[config.mk]
export PLATFORM = sky130hd
export DESIGN_NAME = descriptor_slot_table_flat
export DESIGN_NICKNAME = d
export VERILOG_FILES = /design/src/rtl/dst_pkg.sv /design/src/rtl/dst_if.sv /design/src/rtl/descriptor_slot_table.sv /design/src/rtl/dst_handle_ram.sv /design/src/rtl/dst_free_map.sv /design/src/flat_wrapper.sv
export SDC_FILE = /design/constraint.sdc
export NUM_CORES = 2
export LEC_CHECK = 0
export ABC_CLOCK_PERIOD_IN_PS = 15350
export BUFFER_PORTS_ARGS = -buffer_cell sky130_fd_sc_hd__buf_2
export CAP_MARGIN = 20
export CORE_MARGIN = 2
export CORE_UTILIZATION = 40
export CTS_CLUSTER_SIZE = 24
export DETAILED_ROUTE_END_ITERATION = 6
export HOLD_SLACK_MARGIN = 0.1
export PLACE_DENSITY = 0.61
export SYNTH_ARGS = -nofsm -noshare
export SYNTH_HDL_FRONTEND = slang
export SYNTH_SLANG_ARGS = --single-unit
export TNS_END_PERCENT = 20
[constraint.sdc]
create_clock -name clk -period 15.35 [get_ports clk]
set_clock_uncertainty 0.15 [all_clocks]
set_input_delay 1.535 -clock clk [delete_from_list [all_inputs] [get_ports clk]]
set_output_delay 1.535 -clock clk [all_outputs]
set_load 0.01 [all_outputs]
[src/rtl/dst_pkg.sv]
// shared constants and types of the descriptor slot table
`timescale 1ns / 1ps
`default_nettype none

package dst_pkg;

    // default sizes
    localparam int SLOTS_DEF       = 64;
    localparam int HANDLE_BITS_DEF = 32;

    // field widths fixed by the request and response formats
    localparam int MODE_W     = 2;
    localparam int REQ_W      = 8;
    localparam int REQ_MAG_W  = 7;
    localparam int STATUS_W   = 2;
    localparam int SLOT_OUT_W = 6;

    // free search works on groups of slots
    localparam int GRP   = 16;
    localparam int GRP_W = 4;

    // operation codes
    localparam logic [MODE_W-1:0] MODE_ALLOC = 2'd0;
    localparam logic [MODE_W-1:0] MODE_FREE  = 2'd1;
    localparam logic [MODE_W-1:0] MODE_GET   = 2'd2;

    // status codes
    localparam logic [STATUS_W-1:0] ST_OK     = 2'd0;
    localparam logic [STATUS_W-1:0] ST_BADF   = 2'd1;
    localparam logic [STATUS_W-1:0] ST_EXISTS = 2'd2;
    localparam logic [STATUS_W-1:0] ST_FULL   = 2'd3;

    // valid-bit update toward the free map
    typedef struct packed {
        logic wr_en;
        logic set;
    } map_upd_t;

endpackage

`default_nettype wire

[src/rtl/dst_if.sv]
// request and response channel interfaces
`timescale 1ns / 1ps
`default_nettype none

interface dst_req_if #(
    parameter int HANDLE_BITS = dst_pkg::HANDLE_BITS_DEF
);
    logic                          valid;
    logic                          ready;
    logic [dst_pkg::MODE_W-1:0]    mode;
    logic signed [dst_pkg::REQ_W-1:0] slot_request;
    logic [HANDLE_BITS-1:0]        handle_in;

    modport source (output valid, output mode, output slot_request, output handle_in,
                    input ready);
    modport sink   (input valid, input mode, input slot_request, input handle_in,
                    output ready);
endinterface

interface dst_rsp_if #(
    parameter int HANDLE_BITS = dst_pkg::HANDLE_BITS_DEF
);
    logic                            valid;
    logic                            ready;
    logic [dst_pkg::STATUS_W-1:0]    status;
    logic [dst_pkg::SLOT_OUT_W-1:0]  slot_out;
    logic [HANDLE_BITS-1:0]          handle_out;

    modport source (output valid, output status, output slot_out, output handle_out,
                    input ready);
    modport sink   (input valid, input status, input slot_out, input handle_out,
                    output ready);
endinterface

`default_nettype wire

[src/rtl/descriptor_slot_table.sv]
// descriptor slot table top level: sequencer, handle memory and free map
//
// Each request is one table operation (allocate at a given slot, allocate at
// the lowest free slot, free, get handle) and gives exactly one response.
// In the cycle a request is accepted the handle memory is read at the
// requested slot and the free map picks the first group of sixteen slots
// that still has room; in the execute state, once the output register is
// empty or draining, the bit inside that group is found, the valid bit and
// handle are written back and the response is loaded into the output
// register. No new request is taken until the last one leaves the execute
// state; the response register lets the next request in while the last
// response waits. The pace is set by the registered read data of the handle
// memory and the two-level free search. Valid bits are flip-flops cleared by
// reset, so no clearing pass is needed; unwritten handles are never returned.
`timescale 1ns / 1ps
`default_nettype none

module descriptor_slot_table #(
    parameter int SLOTS       = dst_pkg::SLOTS_DEF,
    parameter int HANDLE_BITS = dst_pkg::HANDLE_BITS_DEF
) (
    input  wire logic  clk,
    input  wire logic  rst_n,
    dst_req_if.sink    req,
    dst_rsp_if.source  rsp
);

    localparam int IDX_W = $clog2(SLOTS);

    typedef enum logic {
        S_IDLE,
        S_EXEC
    } state_t;

    state_t                         state_reg;
    state_t                         state_next;

    // captured request
    logic [dst_pkg::MODE_W-1:0]     mode_reg;
    logic [dst_pkg::REQ_W-1:0]      slot_req_reg;
    logic [HANDLE_BITS-1:0]         handle_reg;

    // response register
    logic                           rsp_valid_reg;
    logic                           rsp_valid_next;
    logic [dst_pkg::STATUS_W-1:0]   status_reg;
    logic [dst_pkg::STATUS_W-1:0]   status_next;
    logic [dst_pkg::SLOT_OUT_W-1:0] slot_reg;
    logic [dst_pkg::SLOT_OUT_W-1:0] slot_next;
    logic [HANDLE_BITS-1:0]         hout_reg;
    logic [HANDLE_BITS-1:0]         hout_next;

    logic                           accept;
    logic                           live_in_range;
    logic [IDX_W-1:0]               live_idx;
    logic                           in_range;
    logic [IDX_W-1:0]               req_idx;
    logic                           occupied;
    logic                           finish;

    // memory and map hookup
    logic                           look_valid;
    logic                           free_found;
    logic [IDX_W-1:0]               free_idx;
    dst_pkg::map_upd_t              upd;
    logic [IDX_W-1:0]               wr_idx;
    logic [HANDLE_BITS-1:0]         rdata;

    assign req.ready = (state_reg == S_IDLE);
    assign accept    = req.valid && req.ready;

    // range check on the live request, used for the early memory read
    assign live_in_range = !req.slot_request[dst_pkg::REQ_W-1]
                        && (int'(req.slot_request[dst_pkg::REQ_MAG_W-1:0]) < SLOTS);
    assign live_idx      = IDX_W'(req.slot_request[dst_pkg::REQ_MAG_W-1:0]);

    always_ff @(posedge clk)
    begin
        if (accept)
        begin
            mode_reg     <= req.mode;
            slot_req_reg <= req.slot_request;
            handle_reg   <= req.handle_in;
        end
    end

    // range check on the captured request
    assign in_range = !slot_req_reg[dst_pkg::REQ_W-1]
                   && (int'(slot_req_reg[dst_pkg::REQ_MAG_W-1:0]) < SLOTS);
    assign req_idx  = IDX_W'(slot_req_reg[dst_pkg::REQ_MAG_W-1:0]);
    assign occupied = in_range && look_valid;

    // response can be loaded when the register is empty or draining
    assign finish = (state_reg == S_EXEC) && (!rsp_valid_reg || rsp.ready);

    always_comb
    begin
        state_next     = state_reg;
        rsp_valid_next = rsp_valid_reg && !rsp.ready;
        status_next    = status_reg;
        slot_next      = slot_reg;
        hout_next      = hout_reg;
        upd            = '0;
        wr_idx         = req_idx;

        case (state_reg)
            S_IDLE:
            begin
                if (accept)
                begin
                    state_next = S_EXEC;
                end
            end
            S_EXEC:
            begin
                if (finish)
                begin
                    state_next     = S_IDLE;
                    rsp_valid_next = 1'b1;
                    status_next    = dst_pkg::ST_BADF;
                    slot_next      = '0;
                    hout_next      = '0;
                    case (mode_reg)
                        dst_pkg::MODE_ALLOC:
                        begin
                            if (slot_req_reg[dst_pkg::REQ_W-1])
                            begin
                                // lowest free slot
                                if (free_found)
                                begin
                                    status_next = dst_pkg::ST_OK;
                                    slot_next   = dst_pkg::SLOT_OUT_W'(free_idx);
                                    wr_idx      = free_idx;
                                    upd.wr_en   = 1'b1;
                                    upd.set     = 1'b1;
                                end
                                else
                                begin
                                    status_next = dst_pkg::ST_FULL;
                                end
                            end
                            else if (!in_range)
                            begin
                                status_next = dst_pkg::ST_BADF;
                            end
                            else if (occupied)
                            begin
                                status_next = dst_pkg::ST_EXISTS;
                            end
                            else
                            begin
                                status_next = dst_pkg::ST_OK;
                                slot_next   = dst_pkg::SLOT_OUT_W'(req_idx);
                                upd.wr_en   = 1'b1;
                                upd.set     = 1'b1;
                            end
                        end
                        dst_pkg::MODE_FREE:
                        begin
                            if (occupied)
                            begin
                                status_next = dst_pkg::ST_OK;
                                slot_next   = dst_pkg::SLOT_OUT_W'(req_idx);
                                upd.wr_en   = 1'b1;
                                upd.set     = 1'b0;
                            end
                        end
                        dst_pkg::MODE_GET:
                        begin
                            if (occupied)
                            begin
                                status_next = dst_pkg::ST_OK;
                                slot_next   = dst_pkg::SLOT_OUT_W'(req_idx);
                                hout_next   = rdata;
                            end
                        end
                        default:
                        begin
                            status_next = dst_pkg::ST_BADF;
                        end
                    endcase
                end
            end
            default:
            begin
                state_next = S_IDLE;
            end
        endcase
    end

    always_ff @(posedge clk or negedge rst_n)
    begin
        if (!rst_n)
        begin
            state_reg     <= S_IDLE;
            rsp_valid_reg <= 1'b0;
            status_reg    <= '0;
            slot_reg      <= '0;
            hout_reg      <= '0;
        end
        else
        begin
            state_reg     <= state_next;
            rsp_valid_reg <= rsp_valid_next;
            status_reg    <= status_next;
            slot_reg      <= slot_next;
            hout_reg      <= hout_next;
        end
    end

    assign rsp.valid      = rsp_valid_reg;
    assign rsp.status     = status_reg;
    assign rsp.slot_out   = slot_reg;
    assign rsp.handle_out = hout_reg;

    dst_handle_ram #(
        .SLOTS       (SLOTS),
        .HANDLE_BITS (HANDLE_BITS)
    ) u_ram (
        .clk   (clk),
        .we    (upd.wr_en && upd.set),
        .waddr (wr_idx),
        .wdata (handle_reg),
        .re    (accept && live_in_range),
        .raddr (live_idx),
        .rdata (rdata)
    );

    dst_free_map #(
        .SLOTS (SLOTS)
    ) u_map (
        .clk        (clk),
        .rst_n      (rst_n),
        .capture    (accept),
        .look_idx   (req_idx),
        .look_valid (look_valid),
        .upd        (upd),
        .upd_idx    (wr_idx),
        .free_found (free_found),
        .free_idx   (free_idx)
    );

endmodule

`default_nettype wire

[src/rtl/dst_handle_ram.sv]
// handle memory: one write port, one read port with registered data
`timescale 1ns / 1ps
`default_nettype none

module dst_handle_ram #(
    parameter int SLOTS       = dst_pkg::SLOTS_DEF,
    parameter int HANDLE_BITS = dst_pkg::HANDLE_BITS_DEF,
    localparam int IDX_W      = $clog2(SLOTS)
) (
    input  wire logic                   clk,
    input  wire logic                   we,
    input  wire logic [IDX_W-1:0]       waddr,
    input  wire logic [HANDLE_BITS-1:0] wdata,
    input  wire logic                   re,
    input  wire logic [IDX_W-1:0]       raddr,
    output logic      [HANDLE_BITS-1:0] rdata
);

    logic [HANDLE_BITS-1:0] mem [SLOTS];
    logic [HANDLE_BITS-1:0] rdata_reg;

    always_ff @(posedge clk)
    begin
        if (we)
        begin
            mem[waddr] <= wdata;
        end
        if (re)
        begin
            rdata_reg <= mem[raddr];
        end
    end

    assign rdata = rdata_reg;

endmodule

`default_nettype wire

[src/rtl/dst_free_map.sv]
// slot valid bits and the two-level lowest-free search
`timescale 1ns / 1ps
`default_nettype none

module dst_free_map #(
    parameter int SLOTS  = dst_pkg::SLOTS_DEF,
    localparam int IDX_W = $clog2(SLOTS)
) (
    input  wire logic              clk,
    input  wire logic              rst_n,
    input  wire logic              capture,
    input  wire logic [IDX_W-1:0]  look_idx,
    output logic                   look_valid,
    input  wire dst_pkg::map_upd_t upd,
    input  wire logic [IDX_W-1:0]  upd_idx,
    output logic                   free_found,
    output logic      [IDX_W-1:0]  free_idx
);

    localparam int GROUPS = (SLOTS + dst_pkg::GRP - 1) / dst_pkg::GRP;
    localparam int PAD    = GROUPS * dst_pkg::GRP;
    localparam int GI_W   = (GROUPS > 1) ? $clog2(GROUPS) : 1;

    logic [SLOTS-1:0]        valid_reg;
    logic [PAD-1:0]          padded;
    logic                    grp_hit;
    logic [GI_W-1:0]         grp_sel;
    logic                    hit_reg;
    logic [GI_W-1:0]         grp_reg;
    logic [dst_pkg::GRP-1:0] grp_bits;
    logic [dst_pkg::GRP_W-1:0] off;

    // slots past the end look occupied
    always_comb
    begin
        padded             = '1;
        padded[SLOTS-1:0]  = valid_reg;
    end

    // first group with a free slot
    always_comb
    begin
        grp_hit = 1'b0;
        grp_sel = '0;
        for (int g = GROUPS - 1; g >= 0; g--)
        begin
            if (!(&padded[g*dst_pkg::GRP +: dst_pkg::GRP]))
            begin
                grp_hit = 1'b1;
                grp_sel = GI_W'(g);
            end
        end
    end

    always_ff @(posedge clk)
    begin
        if (capture)
        begin
            hit_reg <= grp_hit;
            grp_reg <= grp_sel;
        end
    end

    // first free slot inside the chosen group
    assign grp_bits = padded[{grp_reg, dst_pkg::GRP_W'(0)} +: dst_pkg::GRP];

    always_comb
    begin
        off = '0;
        for (int b = dst_pkg::GRP - 1; b >= 0; b--)
        begin
            if (!grp_bits[b])
            begin
                off = dst_pkg::GRP_W'(b);
            end
        end
    end

    assign free_found = hit_reg;
    assign free_idx   = IDX_W'({grp_reg, off});
    assign look_valid = valid_reg[look_idx];

    always_ff @(posedge clk or negedge rst_n)
    begin
        if (!rst_n)
        begin
            valid_reg <= '0;
        end
        else if (upd.wr_en)
        begin
            valid_reg[upd_idx] <= upd.set;
        end
    end

endmodule

`default_nettype wire

[src/flat_wrapper.sv]
// flat-port wrapper written by rule: the top's interface ports become plain ports
module descriptor_slot_table_flat 
#(
    parameter int SLOTS       = dst_pkg::SLOTS_DEF,
    parameter int HANDLE_BITS = dst_pkg::HANDLE_BITS_DEF
)
  (clk, rst_n, req_valid, req_mode, req_slot_request, req_handle_in, req_ready, rsp_valid, rsp_status, rsp_slot_out, rsp_handle_out, rsp_ready);
  dst_req_if #(.HANDLE_BITS(HANDLE_BITS)) req_i ();
  dst_rsp_if #(.HANDLE_BITS(HANDLE_BITS)) rsp_i ();
  input  wire logic clk;
  input  wire logic rst_n;
  input wire logic [$bits(req_i.valid)-1:0] req_valid;
  input wire logic [$bits(req_i.mode)-1:0] req_mode;
  input wire logic [$bits(req_i.slot_request)-1:0] req_slot_request;
  input wire logic [$bits(req_i.handle_in)-1:0] req_handle_in;
  output wire logic [$bits(req_i.ready)-1:0] req_ready;
  output wire logic [$bits(rsp_i.valid)-1:0] rsp_valid;
  output wire logic [$bits(rsp_i.status)-1:0] rsp_status;
  output wire logic [$bits(rsp_i.slot_out)-1:0] rsp_slot_out;
  output wire logic [$bits(rsp_i.handle_out)-1:0] rsp_handle_out;
  input wire logic [$bits(rsp_i.ready)-1:0] rsp_ready;
  assign req_i.valid = req_valid;
  assign req_i.mode = req_mode;
  assign req_i.slot_request = req_slot_request;
  assign req_i.handle_in = req_handle_in;
  assign req_ready = req_i.ready;
  assign rsp_valid = rsp_i.valid;
  assign rsp_status = rsp_i.status;
  assign rsp_slot_out = rsp_i.slot_out;
  assign rsp_handle_out = rsp_i.handle_out;
  assign rsp_i.ready = rsp_ready;
  descriptor_slot_table #(.SLOTS(SLOTS), .HANDLE_BITS(HANDLE_BITS)) u_core (.clk(clk), .rst_n(rst_n), .req(req_i), .rsp(rsp_i));
endmodule
==> results.py <==
metrics = {
    "run_status": {
        "status": "finished clean",
    },
    "die": {
        "rows": 170,
        "num_io_pins": 88,
        "die_w_um": 469,
        "die_y_um": 469,
        "initial_core_util_pct": 40.3,
        "dieArea_mm2": 0.220,
        "core_mm2": 0.215,
    },
    "global_routing": {
        "grt_max_degree": 103,
        "grt_use_total_pct": 20.7,
        "antenna_found_initial": 2,
        "grt_pass1_vias": 40700,
        "grt_overflow": 0,
        "grt_pass1_wl_mm": 318,
    },
    "critical_path": {
        "ff2ff_path_depth": 8,
        "required_ns": 15.66,
        "crit_end": "u_core.u_ram.mem[15][15]",
        "worstPathMaxFanout": 22,
        "critPathKind": "flip-flop to flip-flop",
        "crit_path_start_kind": "flip-flop",
        "r2r_slack_ns": 10.34,
        "r2r-start": "u_core.u_map.grp_reg[0]",
        "crit_path_start": "u_core.u_map.grp_reg[0]",
        "cp-end-kind": "flip-flop",
        "critPathArrivalTime_ns": 5.32,
        "r2r-end": "u_core.u_ram.mem[15][15]",
    },
    "logic_synthesis": {
        "synth_cells": 3656,
        "syn_area_per_cell_um2": 23.6,
        "syn_nets": 3706,
        "synth_edf_count": 2125,
        "syn_area_mm2": 0.0864,
        "synth_seq_area_share_pct": 76.9,
        "synth_seq_cells": 2231,
        "synth_ff_type": "edfxtp_1",
        "ys_types": 66,
        "yosys_warnings": 0,
        "async_flop_share_pct": 4.75,
    },
    "finish": {
        "utilization_pct": 45.7,
        "area_growth_pct": 13.4,
        "multiInputGateArea_mm2": 0.0194,
        "nNetsFinal": 3947,
        "regMostFlops": "u_core.u_ram.mem",
        "fill_cells": 17500,
        "final_cell_mix": "edfxtp_1 (2,125), mux4_2 (687), clkbuf_16 (219), buf_4 (134), dfrtp_1 (106)",
        "largest_reg_flops": 2048,
        "register_area_mm2": 0.0665,
        "post_route_cells_drive_above_1_share_pct": 32.3,
        "layout_commonest_cell": "edfxtp_1",
    },
    "power": {
        "peakVddDrop_mv": 0.125,
        "p_int_mw": 9.86,
        "p_per_area_mw_per_mm2": 128,
        "comb_power_share_pct": 5.2,
        "p_sw_mw": 2.69,
        "switching_share_pct": 21.4,
        "pwr-share-seq_pct": 53.9,
        "clkPwrFrac_pct": 40.9,
        "power_leakage_nw": 31.4,
    },
    "routing": {
        "drc_errors": 0,
        "drt-total-wl_mm": 228,
        "ant_nets": 0,
        "viasPerCell": 5.92,
        "initialDrtViolationCount": 5008,
        "wl_per_cell_um": 32.9,
        "vias": 41000,
        "dr.pass1.iters": 5,
    },
    "sta": {
        "relSlewSlack_pct": 25.8,
        "finalHoldViolCount": 0,
        "setup_violations": 0,
        "setup_tns_ns": 0,
        "timing.fmax_ghz": 0.200,
        "post-route-period-util_pct": 32.6,
        "worst_slew_pin_slew_ns": 1.11,
        "rsz0062_at_grt": "false",
        "min_period_ns": 5.01,
        "slew_violations": 0,
    },
    "placement": {
        "place.gp.congestion": 0.835,
        "hpwl_mm": 116,
        "port_buffers": 87,
    },
    "cts": {
        "clk_latency_ns": 0.85,
        "post_cts_resized": 0,
        "post_cts_buffers": 0,
        "cts_tree": "built",
        "h-tree-depth": 4,
        "hold_buffers": 0,
        "clock-sinks": 2231,
        "cts-root-buf": "clkbuf_16",
        "cts_made_buffers": 215,
        "cts.clk_slew.worst_paths_ns": 0.06,
        "clockBufferDepth": 3,
    },
    "worst_hold_path": {
        "min-delay-start": "u_core.u_ram.rdata[11]",
        "hold_class": "flip-flop to flip-flop",
    },
    "run": {
        "drv_cap": 0,
    },
}
-- metal layers --
metal  GRT usage (%)  share of wire, %  wire, um  vias to the layer above
met5               0                 0         0                        -
met3            3.74               7.6     17200                      327
li1                -                 -         -                    16200
met2            33.2                49    111000                     1779
met1            29.3                41     93300                    22700
met4            5.90               2.8      6310                        0
-- synthesized netlist by cell type, types with 5 or more instances --
master,count,share of area (%)
edfxtp_1,2125,74
mux4_2,687,18
dfrtp_1,106,3.1
clkbuf_1,98,0.43
nor2_1,81,0.35
mux2i_1,80,0.93
o21ai_0,65,0.38
inv_1,64,0.28
buf_1,58,0.25
a22o_1,36,0.36
nand2_1,32,0.14
buf_2,30,0.17
nand4_1,21,0.15
a21o_1,15,0.13
a21oi_1,10,0.058
mux2_2,10,0.13
nand3_1,9,0.052
mux4_1,8,0.24
nor4_1,8,0.058
or2_2,8,0.058
a31oi_1,7,0.051
and3_1,7,0.051
nand2b_1,7,0.051
buf_6,6,0.078
o21bai_1,6,0.052
nor2b_1,5,0.036
-- cell families after synthesis --
group	Yosys count	share of synthesized area [%]
DFF	2231	76.9
muxes	786	19.2
buffers and inverters	262	1.26
and+or+nand+nor	197	1.12
AOI/OAI and AO/OA	176	1.46
adders and majority gates	4	0.0579
-- critical path, stage by stage, from the launching register on --
cell	delay, ns
edfxtp_1	0.97
mux4_1	0.73
and4_4	0.25
a211oi_1	0.28
nor3b_2	0.35
a21oi_2	0.15
or2_2	0.54
nor2_4	0.50
buf_4	0.64
-- cell type report --
class,instances,area share (%)
sequential,2231,67.8
multi-input combinational,1163,19.8
clock buffer,283,5.91
tap,2838,3.62
timing repair buffer,221,1.54
clock inverter,115,1.05
inverter,65,0.249
antenna,3,0.00766
-- power by group through the flow --
stage / sequential, mW / combinational, mW / clock, mW
CTS: 6.76 / 0.662 / 5.22
global placement: 6.89 / 0.651 / 0
finish: 6.76 / 0.649 / 5.14
detailed placement: 6.89 / 0.662 / 0
global route: 6.76 / 0.691 / 5.46
floorplan: 6.94 / 0.358 / 0
-- stage by stage --
step / cells / total power [mW] / hold slack [ns] / cell area (um2) / setup slack (ns)
5_1_grt: 6917 / 12.9 / 0.328 / 98000 / 10.10
2_1_floorplan: 3656 / 7.30 / 0.293 / 86400 / 8.66
6_report: 6919 / 12.6 / 0.314 / 98000 / 10.34
4_1_cts: 6916 / 12.6 / 0.315 / 98000 / 10.35
3_5_place_dp: 6518 / 7.55 / 0.302 / 91200 / 9.42
3_3_place_gp: 6518 / 7.54 / 0.299 / 91200 / 9.43
-- worst min path at each step --
stage,endpoint,cells after the start
floorplan,u_core.rsp.handle_out[0],1
global placement,u_core.rsp.handle_out[13],1
detailed placement,u_core.rsp.handle_out[11],1
CTS,u_core.rsp.handle_out[11],1
global route,u_core.rsp.handle_out[16],1
finish,u_core.rsp.handle_out[11],1
Note: power is estimated with default switching activity, not from simulation.
